File: src/design/eds_pkg.sv
`timescale 1ns / 1ps
// ----------------------------------------------------------------------------
// eds_pkg
// shared types and constants of the event deadline scheduler
// ----------------------------------------------------------------------------
package eds_pkg;

	localparam logic [31:0] FRAME_RESET = 32'd17556;

	// command codes of an item
	localparam logic [3:0] MODE_SCHED_REL = 4'd0;
	localparam logic [3:0] MODE_SCHED_ABS = 4'd1;
	localparam logic [3:0] MODE_REMOVE    = 4'd2;
	localparam logic [3:0] MODE_CLEAR_GRP = 4'd3;
	localparam logic [3:0] MODE_RESCHED   = 4'd4;
	localparam logic [3:0] MODE_SPEED     = 4'd5;
	localparam logic [3:0] MODE_ADVANCE   = 4'd6;
	localparam logic [3:0] MODE_POP       = 4'd7;
	localparam logic [3:0] MODE_FRAME     = 4'd8;

	typedef struct packed {
		logic [3:0]  mode;
		logic [3:0]  slot_id;
		logic [31:0] amount;
		logic        double_speed_request;
	} item_t;

	typedef struct packed {
		logic        event_valid;
		logic [3:0]  fired_id;
		logic [31:0] fired_cycle;
		logic [31:0] current_time;
		logic        any_pending;
		logic        frame_over;
	} result_t;

	// operation broadcast to every cell of the row
	typedef enum logic [2:0] {
		OP_NOP,
		OP_WRITE,
		OP_CLEAR,
		OP_CLEAR_GROUP,
		OP_SPEED_UP,
		OP_SPEED_DOWN,
		OP_FRAME
	} cell_op_t;

	typedef struct packed {
		cell_op_t    op;
		logic [3:0]  id;
		logic [31:0] value;
		logic [31:0] rel;
		logic        set_rel;
		logic [31:0] frame_len;
	} cell_cmd_t;

endpackage

File: src/design/eds_cell.sv
`timescale 1ns / 1ps
// ----------------------------------------------------------------------------
// eds_cell
// one event slot: deadline, relative delay, scheduled bit, and one stage of
// the earliest-deadline scan chain
// ----------------------------------------------------------------------------
module eds_cell import eds_pkg::*; #(
	parameter int INDEX = 0,
	parameter int SCALED_EVENTS = 4,
	parameter int IDX_W = 4
) (
	input  logic             clk,
	input  logic             arst_n,
	input  cell_cmd_t        cmd,
	input  logic             in_valid,
	input  logic [IDX_W-1:0] in_idx,
	input  logic [31:0]      in_dl,
	output logic             out_valid,
	output logic [IDX_W-1:0] out_idx,
	output logic [31:0]      out_dl,
	output logic             sched
);

	localparam bit SCALED = (INDEX < SCALED_EVENTS);

	logic        sched_q;
	logic [31:0] dl_q;
	logic [31:0] rel_q;
	logic        hit;
	logic        keep;

	assign hit   = ({28'd0, cmd.id} == 32'(INDEX));
	assign sched = sched_q;
	// strictly smaller wins, so ties stay with the lower id upstream
	assign keep  = sched_q && (!in_valid || (dl_q < in_dl));

	always_ff @(posedge clk or negedge arst_n) begin
		if (!arst_n) begin
			sched_q   <= 1'b0;
			out_valid <= 1'b0;
		end else begin
			out_valid <= keep || in_valid;
			case (cmd.op)
				OP_WRITE: begin
					if (hit) sched_q <= 1'b1;
				end
				OP_CLEAR: begin
					if (hit) sched_q <= 1'b0;
				end
				OP_CLEAR_GROUP: begin
					if (SCALED) sched_q <= 1'b0;
				end
				default: begin
				end
			endcase
		end
	end

	always_ff @(posedge clk) begin
		out_idx <= keep ? IDX_W'(INDEX) : in_idx;
		out_dl  <= keep ? dl_q : in_dl;
		case (cmd.op)
			OP_WRITE: begin
				if (hit) begin
					dl_q <= cmd.value;
					if (cmd.set_rel) rel_q <= cmd.rel;
				end
			end
			OP_SPEED_UP: begin
				if (SCALED && sched_q) dl_q <= dl_q + rel_q;
			end
			OP_SPEED_DOWN: begin
				if (SCALED && sched_q) dl_q <= dl_q - rel_q;
			end
			OP_FRAME: begin
				if (sched_q && (dl_q > cmd.frame_len)) dl_q <= dl_q - cmd.frame_len;
			end
			default: begin
			end
		endcase
	end

endmodule

File: src/design/event_deadline_scheduler_unit.sv
`timescale 1ns / 1ps
// ----------------------------------------------------------------------------
// event_deadline_scheduler_unit
// earliest-deadline event slot scheduler built as a row of slot cells
// ----------------------------------------------------------------------------
// Commands are taken one at a time: start is accepted when busy is low, and
// exactly one result follows, shown for a single cycle with done high. The
// receiver cannot stall, so sample result whenever done is high. A command
// that needs no search (advance, no-op, pop with nothing pending, remove of a
// slot other than the earliest, a slot id out of range) passes from the
// execute state straight to the finish state; a schedule that leaves the
// earliest slot in place goes through the placement state between them. A
// command that rescans the slots (remove of the earliest slot, clear group,
// speed change, pop, frame turnaround, or rescheduling the earliest slot)
// adds the scan, in which the running minimum walks one cell per cycle down
// the row of slot cells, and the take state; a reschedule of the earliest
// slot then also goes through the placement state.
// frame_length must be written over the APB-style port only while no command
// is in flight; the block itself does not enforce it.
// ----------------------------------------------------------------------------
module event_deadline_scheduler_unit import eds_pkg::*; #(
	parameter int NUM_EVENTS = 12,
	parameter int SCALED_EVENTS = 4
) (
	input  logic        clk,
	input  logic        arst_n,
	input  logic        start,
	input  item_t       item,
	output logic        busy,
	output logic        done,
	output result_t     result,
	input  logic        psel,
	input  logic        penable,
	input  logic        pwrite,
	input  logic [2:0]  paddr,
	input  logic [31:0] pwdata,
	output logic [31:0] prdata,
	output logic        pready
);

	localparam int IDX_W = $clog2(NUM_EVENTS);

	typedef enum logic [2:0] {
		ST_IDLE,
		ST_EXEC,
		ST_SCAN,
		ST_TAKE,
		ST_PLACE,
		ST_FINISH
	} state_t;

	state_t           state_q;
	item_t            item_q;
	logic [31:0]      frame_q;
	logic [31:0]      now_q;
	logic [31:0]      when_q;
	logic             ds_q;
	logic             ptr_valid_q;
	logic [IDX_W-1:0] ptr_q;
	logic [31:0]      ptr_dl_q;
	logic             place_q;
	logic [IDX_W-1:0] cnt_q;
	logic             fired_q;
	logic [IDX_W-1:0] fid_q;
	logic [31:0]      fcyc_q;
	logic             done_q;
	result_t          result_q;

	cell_cmd_t              cmd;
	logic [NUM_EVENTS-1:0]  sched_vec;
	logic                   chain_valid [NUM_EVENTS+1];
	logic [IDX_W-1:0]       chain_idx   [NUM_EVENTS+1];
	logic [31:0]            chain_dl    [NUM_EVENTS+1];

	logic        id_ok;
	logic        id_scaled;
	logic        id_sched;
	logic        ptr_on_id;
	logic [31:0] fl_eff;
	logic [31:0] rel_when;

	// configuration port, one register, decoded where address bit 2 is low
	assign pready = 1'b1;
	assign prdata = (paddr[2] == 1'b0) ? frame_q : 32'd0;

	always_ff @(posedge clk or negedge arst_n) begin
		if (!arst_n) begin
			frame_q <= FRAME_RESET;
		end else if (psel && penable && pwrite && (paddr[2] == 1'b0)) begin
			frame_q <= pwdata;
		end
	end

	// decode of the latched item
	assign id_ok     = ({28'd0, item_q.slot_id} < 32'(NUM_EVENTS));
	assign id_scaled = ({28'd0, item_q.slot_id} < 32'(SCALED_EVENTS));
	assign ptr_on_id = ptr_valid_q && (8'(ptr_q) == 8'(item_q.slot_id));
	assign fl_eff    = ds_q ? {frame_q[30:0], 1'b0} : frame_q;
	// scaled ids count their delay twice in double speed
	assign rel_when  = now_q + ((ds_q && id_scaled) ? {item_q.amount[30:0], 1'b0}
	                                                 : item_q.amount);

	always_comb begin
		id_sched = 1'b0;
		for (int i = 0; i < NUM_EVENTS; i++) begin
			if ((8'(item_q.slot_id) == 8'(i)) && sched_vec[i]) id_sched = 1'b1;
		end
	end

	// operation broadcast to the cell row
	always_comb begin
		cmd.op        = OP_NOP;
		cmd.id        = item_q.slot_id;
		cmd.value     = when_q;
		cmd.rel       = item_q.amount;
		cmd.set_rel   = (item_q.mode == MODE_SCHED_REL) || (item_q.mode == MODE_RESCHED);
		cmd.frame_len = fl_eff;
		case (state_q)
			ST_EXEC: begin
				case (item_q.mode)
					MODE_SCHED_REL, MODE_RESCHED, MODE_SCHED_ABS, MODE_REMOVE: begin
						if (id_ok && id_sched) cmd.op = OP_CLEAR;
					end
					MODE_CLEAR_GRP: cmd.op = OP_CLEAR_GROUP;
					MODE_SPEED: begin
						if (item_q.double_speed_request != ds_q) begin
							cmd.op = item_q.double_speed_request ? OP_SPEED_UP : OP_SPEED_DOWN;
						end
					end
					MODE_POP: begin
						if (ptr_valid_q) begin
							cmd.op = OP_CLEAR;
							cmd.id = 4'(ptr_q);
						end
					end
					MODE_FRAME: cmd.op = OP_FRAME;
					default: cmd.op = OP_NOP;
				endcase
			end
			ST_PLACE: cmd.op = OP_WRITE;
			default: cmd.op = OP_NOP;
		endcase
	end

	// row of slot cells; the running minimum enters empty at the head
	assign chain_valid[0] = 1'b0;
	assign chain_idx[0]   = '0;
	assign chain_dl[0]    = 32'd0;

	for (genvar g = 0; g < NUM_EVENTS; g++) begin : g_cell
		eds_cell #(
			.INDEX(g),
			.SCALED_EVENTS(SCALED_EVENTS),
			.IDX_W(IDX_W)
		) u_cell (
			.clk      (clk),
			.arst_n   (arst_n),
			.cmd      (cmd),
			.in_valid (chain_valid[g]),
			.in_idx   (chain_idx[g]),
			.in_dl    (chain_dl[g]),
			.out_valid(chain_valid[g+1]),
			.out_idx  (chain_idx[g+1]),
			.out_dl   (chain_dl[g+1]),
			.sched    (sched_vec[g])
		);
	end

	// sequencer: state, earliest pointer, time and the result register
	always_ff @(posedge clk or negedge arst_n) begin
		if (!arst_n) begin
			state_q     <= ST_IDLE;
			item_q      <= '0;
			now_q       <= 32'd0;
			when_q      <= 32'd0;
			ds_q        <= 1'b0;
			ptr_valid_q <= 1'b0;
			ptr_q       <= '0;
			ptr_dl_q    <= 32'd0;
			place_q     <= 1'b0;
			cnt_q       <= '0;
			fired_q     <= 1'b0;
			fid_q       <= '0;
			fcyc_q      <= 32'd0;
			done_q      <= 1'b0;
			result_q    <= '0;
		end else begin
			done_q <= 1'b0;
			case (state_q)
				ST_IDLE: begin
					if (start) begin
						item_q  <= item;
						place_q <= 1'b0;
						fired_q <= 1'b0;
						fid_q   <= '0;
						fcyc_q  <= 32'd0;
						cnt_q   <= '0;
						state_q <= ST_EXEC;
					end
				end
				ST_EXEC: begin
					case (item_q.mode)
						MODE_SCHED_REL, MODE_RESCHED, MODE_SCHED_ABS: begin
							when_q <= (item_q.mode == MODE_SCHED_ABS) ? item_q.amount : rel_when;
							if (!id_ok) begin
								state_q <= ST_FINISH;
							end else if (id_sched && ptr_on_id) begin
								// displaced the earliest slot: rescan, then place
								ptr_valid_q <= 1'b0;
								place_q     <= 1'b1;
								state_q     <= ST_SCAN;
							end else begin
								state_q <= ST_PLACE;
							end
						end
						MODE_REMOVE: begin
							if (id_ok && id_sched && ptr_on_id) begin
								ptr_valid_q <= 1'b0;
								state_q     <= ST_SCAN;
							end else begin
								state_q <= ST_FINISH;
							end
						end
						MODE_CLEAR_GRP: state_q <= ST_SCAN;
						MODE_SPEED: begin
							ds_q    <= item_q.double_speed_request;
							state_q <= ST_SCAN;
						end
						MODE_ADVANCE: begin
							now_q   <= now_q + item_q.amount;
							state_q <= ST_FINISH;
						end
						MODE_POP: begin
							if (ptr_valid_q) begin
								fired_q <= 1'b1;
								fid_q   <= ptr_q;
								fcyc_q  <= ptr_dl_q;
								if (ptr_dl_q > now_q) now_q <= ptr_dl_q;
								state_q <= ST_SCAN;
							end else begin
								state_q <= ST_FINISH;
							end
						end
						MODE_FRAME: begin
							now_q   <= now_q - fl_eff;
							state_q <= ST_SCAN;
						end
						default: state_q <= ST_FINISH;
					endcase
				end
				ST_SCAN: begin
					// one cell per cycle; the tail register holds the answer after the last
					cnt_q <= cnt_q + 1'b1;
					if (cnt_q == IDX_W'(NUM_EVENTS - 1)) state_q <= ST_TAKE;
				end
				ST_TAKE: begin
					ptr_valid_q <= chain_valid[NUM_EVENTS];
					ptr_q       <= chain_valid[NUM_EVENTS] ? chain_idx[NUM_EVENTS] : '0;
					ptr_dl_q    <= chain_dl[NUM_EVENTS];
					state_q     <= place_q ? ST_PLACE : ST_FINISH;
				end
				ST_PLACE: begin
					// pointer moves only on a strictly earlier deadline
					if (!ptr_valid_q || (when_q < ptr_dl_q)) begin
						ptr_valid_q <= 1'b1;
						ptr_q       <= IDX_W'(item_q.slot_id);
						ptr_dl_q    <= when_q;
					end
					state_q <= ST_FINISH;
				end
				ST_FINISH: begin
					result_q.event_valid  <= fired_q;
					result_q.fired_id     <= 4'(fid_q);
					result_q.fired_cycle  <= fcyc_q;
					result_q.current_time <= now_q;
					result_q.any_pending  <= |sched_vec;
					result_q.frame_over   <= (now_q >= fl_eff) &&
					                         (!ptr_valid_q || (ptr_dl_q > fl_eff));
					done_q                <= 1'b1;
					state_q               <= ST_IDLE;
				end
				default: state_q <= ST_IDLE;
			endcase
		end
	end

	assign busy   = (state_q != ST_IDLE);
	assign done   = done_q;
	assign result = result_q;

endmodule

File: config.mk
export PLATFORM = sky130hd
export DESIGN_NAME = event_deadline_scheduler_unit
export DESIGN_NICKNAME = d
export VERILOG_FILES = /design/src/design/eds_pkg.sv /design/src/design/eds_cell.sv /design/src/design/event_deadline_scheduler_unit.sv
export SDC_FILE = /design/constraint.sdc
export NUM_CORES = 2
export LEC_CHECK = 0
export BUFFER_PORTS_ARGS = -buffer_cell sky130_fd_sc_hd__buf_2
export CORE_MARGIN = 2
export CORE_UTILIZATION = 60
export DETAILED_ROUTE_END_ITERATION = 12
export MAX_ROUTING_LAYER = met4
export PLACE_DENSITY = 0.77
export SYNTH_ARGS = -nofsm -noshare
export SYNTH_HDL_FRONTEND = slang
export SYNTH_HIERARCHICAL = 1
export SYNTH_SLANG_ARGS = --single-unit
export TNS_END_PERCENT = 5
File: constraint.sdc
create_clock -name clk -period 14.5 [get_ports clk]
set_input_delay 1.45 -clock clk [delete_from_list [all_inputs] [get_ports clk]]
set_output_delay 1.45 -clock clk [all_outputs]
set_load 0.05 [all_outputs]
* Yosys cells after proc, flatten, opt, wreduce, memory -nomap -nowiden *
Cells that the tools add are included.

word-level totals
  bits in registers = 1245
  bits of input ports = 82
  output and inout bits = 106
  logic and storage cells = 536

operators by class
  $add $sub $neg = 24
  order comparisons = 29
  eq/ne operators = 102
  multiplexer cells = 156
  bitwise gates (word level) = 1
  reductions and logical operators = 137

operator list
  operator            count
  $mux 32             53
  $pmux 32 s2         10
  $sub 32x32->32      17
  $pmux 32 s4         4
  $gt 32x32->1        14
  $lt 32x32->1        12
  $add 32x32->32      6
  $pmux 32 s3         1
  $ne 2x1->1 const B  45
  $reduce_and 3->1    24
  $mux 1              49
  $eq 4x3->1 const B  12
  $logic_and 1x1->1   44
  $eq 4x4->1 const B  10
  $ge 32x32->1        1
  $pmux 3 s5          2
  $mux 4              7
  $logic_or 1x1->1    25
  $reduce_and 5->1    5
  $eq 4x2->1 const B  6
  $pmux 4 s2          3
  $pmux 1 s2          11
  $mux 3              7
  $ne 2x2->1 const B  9
  29 further kinds    72

* Logic depth before layout (Yosys ltp) *
  depth after elaboration = 21
  mapped depth = 26
  depth with buffers taken out = 23

* By module *
The synthesis kept the hierarchy.

modules (own cells, without submodules)
  module                            instances  cells each  area each (um2)  sequential area each (um2)
  event_deadline_scheduler_unit     1          2297        20427.1          7313.3
  eds_cell (g_cell[1].u_cell ...)   2          952         8530.7           2692.6
  eds_cell (g_cell[10].u_cell ...)  3          546         5047.3           1731.7
  eds_cell (g_cell[3].u_cell)       1          953         8530.7           2692.6
  eds_cell (g_cell[0].u_cell)       1          952         8528.2           2692.6
  eds_cell (g_cell[9].u_cell)       1          739         6083.3           1731.7
  eds_cell (g_cell[8].u_cell)       1          730         6004.5           1731.7
  eds_cell (g_cell[7].u_cell)       1          725         6000.8           1731.7
  eds_cell (g_cell[11].u_cell)      1          571         5218.8           1731.7
  eds_cell (g_cell[4].u_cell)       1          546         5044.8           1731.7

* Worst setup path after synthesis *
OpenSTA, ideal clock, no wires.

  path kind = register -> register
  start = register item_q[39] (netlist name)
  end = register g_cell[1].u_cell.dl_q[24] (data pin)
  setup time = 0.261 ns
  arrival time = 6.836 ns
  required time = 14.239 ns
  path slack = 7.403 ns
  stages on the path, launching flop included = 21
  buffers on the path = 3
  period minus slack after synthesis = 7.097 ns
  cells stage by stage = dfrtp_1 > clkbuf_1 > clkbuf_1 > nor2b_1 > a21oi_1 > o31ai_1 > inv_2 > nor2_1 > clkbuf_1 > nor2_1 > xnor2_1 > ha_1 > a21o_1 > nand2b_1 > o211ai_1 > nand3_1 > a31o_2 > a41oi_1 > nand2_1 > xor2_1 > a221o_1

RTL lines
  element                   line                                  source
  start: declaration        event_deadline_scheduler_unit.sv:53   item_t item_q;
  start signal: assignment  event_deadline_scheduler_unit.sv:192  item_q <= item;
  end signal: assignment    eds_cell.sv:65                        dl_q <= cmd.value;
  end signal: assignment    eds_cell.sv:70                        if (SCALED && sched_q) dl_q <= dl_q + rel_q;
  end signal: assignment    eds_cell.sv:73                        if (SCALED && sched_q) dl_q <= dl_q - rel_q;
  end: declaration          eds_cell.sv:27                        logic [31:0] dl_q;

==> summary.txt <==
Floorplan
  • Core Footprint: 163000 sq um
  • IO Pins: 188
  • Initial Util: 60.3%
  • Die area: 167000 sq um
  • Row cnt: 148
  • Die Span Y: 408 microns
  • Chip Width: 408 microns

Run
  • Max Cap Viol: 0

Logic synthesis
  • Number of synthesis warnings: 6
  • Predominant post-synthesis flop cell: edfxtp_1
  • Seq/Total Area, Yosys: 32.6%
  • Yosys reg bits: 1260
  • Number of synthesized flops with an enable pin: 512
  • Avg Inst Size Synth: 8.87 sq um
  • Cell Area, Synth: 98000 sq um
  • Post-synth cell types: 124
  • Mapped Cells: 11100
  • Asr flop ratio synth: 25.1%

Power and ir drop
  • Leakage: 48.5 nW
  • Power Density: 249 nW/um^2
  • Peak VDD IR: 0.239 mV

Placed design
  • Port bufs: 184
  • Setup WS pre-CTS: 7240 ps
  • DP HPWL: 263 mm
  • Post-Place Cell Area: 102000 sq um
  • Routability cong.: 1.03

Drt
  • Via/cell ratio: 6.69
  • Routed Antenna Nets: 0
  • DR WL/cell: 27.8 microns
  • Final Routed Wirelength: 379 mm
  • DRC Markers: 0
  • Pre-antenna DRT Iters: 10
  • Via count: 91100
  • DR iter-0 viols: 13000

Worst setup path
  • Worst setup SP type: flop
  • Most used cell, CP: nor2_1
  • Largest delay contributor family on the critical path: simple AND/OR/NAND/NOR gates
  • CP Depth: 24
  • Max FO, Critical Path: 21
  • Delay of the slowest critical-path stage: 1060 ps
  • Crit path buffers/inverters: 2
  • Crit path kind: reg2reg
  • CP endpoint kind: flop
  • Crit-path cells: mux2_2 > a221oi_1 > a211oi_1 > a221oi_1 > nand2b_1 > a21oi_1 > nor2_1 > nor2_4 > buf_4 > inv_1 > nand2_1 > nor2_1 > nor2_1 > xnor2_1 > ha_1 > nand2b_1 > a21oi_1 > o211ai_1 > nand3_1 > a31o_2 > a41oi_1 > nand2_1 > xor2_1 > a221o_1
  • CP required: 15080 ps
  • Worst r2r path cells: 24
  • Worst Path Arrival: 8180 ps
  • CP max stage cell: nor2_1

Clock tree
  • CTS root buffer: clkbuf_16
  • Clk_lat worst skew: 840 ps
  • Post-CTS Setup Repair Bufs: 0
  • Resize count post-CTS: 0
  • CTS max path bufs: 3
  • Total CTS buffers: 147
  • Reg clk slew, reported paths: 60 ps
  • Clock sink count: 1260
  • Total number of H-tree levels: 4
  • Hold_buf cts: 0
  • CTS tree: yes

STA
  • # setup viols final: 0
  • Final WS setup: 6890 ps
  • Final Slew Violations: 0
  • Setup TNS: 0 ps
  • Final min period: 7610 ps
  • Final Hold Fails: 0
  • Clk_skew: 32.3 ps
  • Worst rel slew slack: 4.53%
  • Final period utilization: 52.5%
  • RSZ-0062 raised after global routing: false
  • Worst-margin pin slew: 1430 ps
  • F_max: 131 MHz
  • Hold Slack: 406 ps

Final layout
  • Commonest non-fill, non-tap cell in the layout: ha_1
  • Syn-to-layout area delta: 9.37%
  • Commonest non-fill, non-tap cells in the layout: ha_1 (1075), inv_1 (1029), nand2_1 (996)
  • Fin util: 66.0%
  • Fillers: 13400
  • Final #Nets: 12400
  • Share of cells above drive strength 1: 10.9%
  • Design Area, Final: 107000 sq um

Status
  • Status: complete, no violations

Worst hold path
  • Worst hold stages: 1
  • Hold/Removal Path Class: reg2reg

GRT
  • Total grt overflow: 0
  • Gr usage total: 45.4%
  • Initial antenna violation count: 49
  • Vias in the first global route: 83900
  • Largest net degree at the start of global routing: 103
  • First-pass GRT wire length: 546 mm
==> path summary, 6_finish.rpt <==
path | startpoint | end | slack, ps
max | g_cell[1].u_cell/sched | g_cell[3].u_cell/dl_q[24] | 6890
min | g_cell[5].u_cell/out_idx[2] | g_cell[6].u_cell/out_idx[2] | 410
max reg2reg | g_cell[1].u_cell/sched | g_cell[3].u_cell/dl_q[24] | 6890
min reg2reg | g_cell[5].u_cell/out_idx[2] | g_cell[6].u_cell/out_idx[2] | 410
max in group asynchronous | arst_n | g_cell[4].u_cell/out_valid | 11700
min in group asynchronous | arst_n | frame_q[27] | 580
==> power by group <==
group	switching [mW]	internal (mW)	leakage, nW
Combinational	10.4	5.92	33.8
Sequential	1.41	5.04	12.1
Clock	1.63	2.34	2.51
Total	13.4	13.3	48.5
==> sequential cells by signal, indices dropped and copies added, names as in the netlist, 9 cells and up <==
name,flops
g_cell.u_cell/dl_q,384
g_cell.u_cell/out_dl,384
g_cell.u_cell/rel_q,128
result,71
g_cell.u_cell/out_idx,48
cmd,32
fcyc_q,32
frame_q,32
now_q,32
ptr_dl_q,32
when_q,32
g_cell.u_cell/out_valid,12
g_cell.u_cell/sched,12
item_q,9
==> cell usage after synthesis, types with 116 or more instances <==
library cell  number  area share [%]
xnor2_1          305             2.7
mux2_2           343             3.9
and2_1           128            0.82
a21o_1           409             3.1
nor2_1           479             1.8
inv_1           1034             4.0
edfxtp_1         512              16
nand4_1          142            0.91
nand2b_1         116            0.74
xor2_1           281             2.5
nand2_1          997             3.8
o21ai_0          752             3.8
nor2b_1          136            0.87
dfxtp_1          432             8.8
a31oi_1          126            0.80
mux2i_1          132             1.3
nand3_1          422             2.2
clkbuf_1         326             1.2
dfrtp_1          311             7.9
a21oi_1          741             3.8
ha_1            1075              14
nor3_1           155            0.79
==> final cells by class <==
type	instances	area, sq um	area share (%)
multi-input combinational	8410	60900	56.8
sequential	1260	31900	29.8
clock buffer	213	4400	4.10
inverter	1041	3910	3.64
tap	2175	2720	2.54
timing repair buffer	378	2390	2.23
clock inverter	62	733	0.684
antenna	87	218	0.203
==> logic make-up after synthesis <==
| logic type | Yosys count | share of synthesized area, % |
|---|---|---|
| buffers and inverters | 1454 | 5.77 |
| AOI/OAI and AO/OA | 3163 | 21.3 |
| muxes | 536 | 6.06 |
| adders and majority gates | 1094 | 14.1 |
| other | 2 | 0.00766 |
| DFF | 1260 | 32.6 |
| xor gates and xnor gates | 590 | 5.30 |
| and+or+nand+nor | 2956 | 14.8 |
==> layer usage <==
metal | global-route usage [%] | vias to the layer above | routed length, microns
met4 | 32.6 | 0 | 28900
li1 | - | 40900 | -
met1 | 58.5 | 43100 | 147000
met2 | 60.9 | 5967 | 153000
met5 | - | - | 0
met3 | 12.3 | 1160 | 49900
==> through the flow <==
step,std cells,power [mW]
4_1_cts,13500,26.0
3_5_place_dp,13300,21.9
6_report,13600,26.7
2_1_floorplan,11100,16.6
5_1_grt,13600,28.0
3_3_place_gp,13300,21.6
Power figures use the tool's default switching activity.
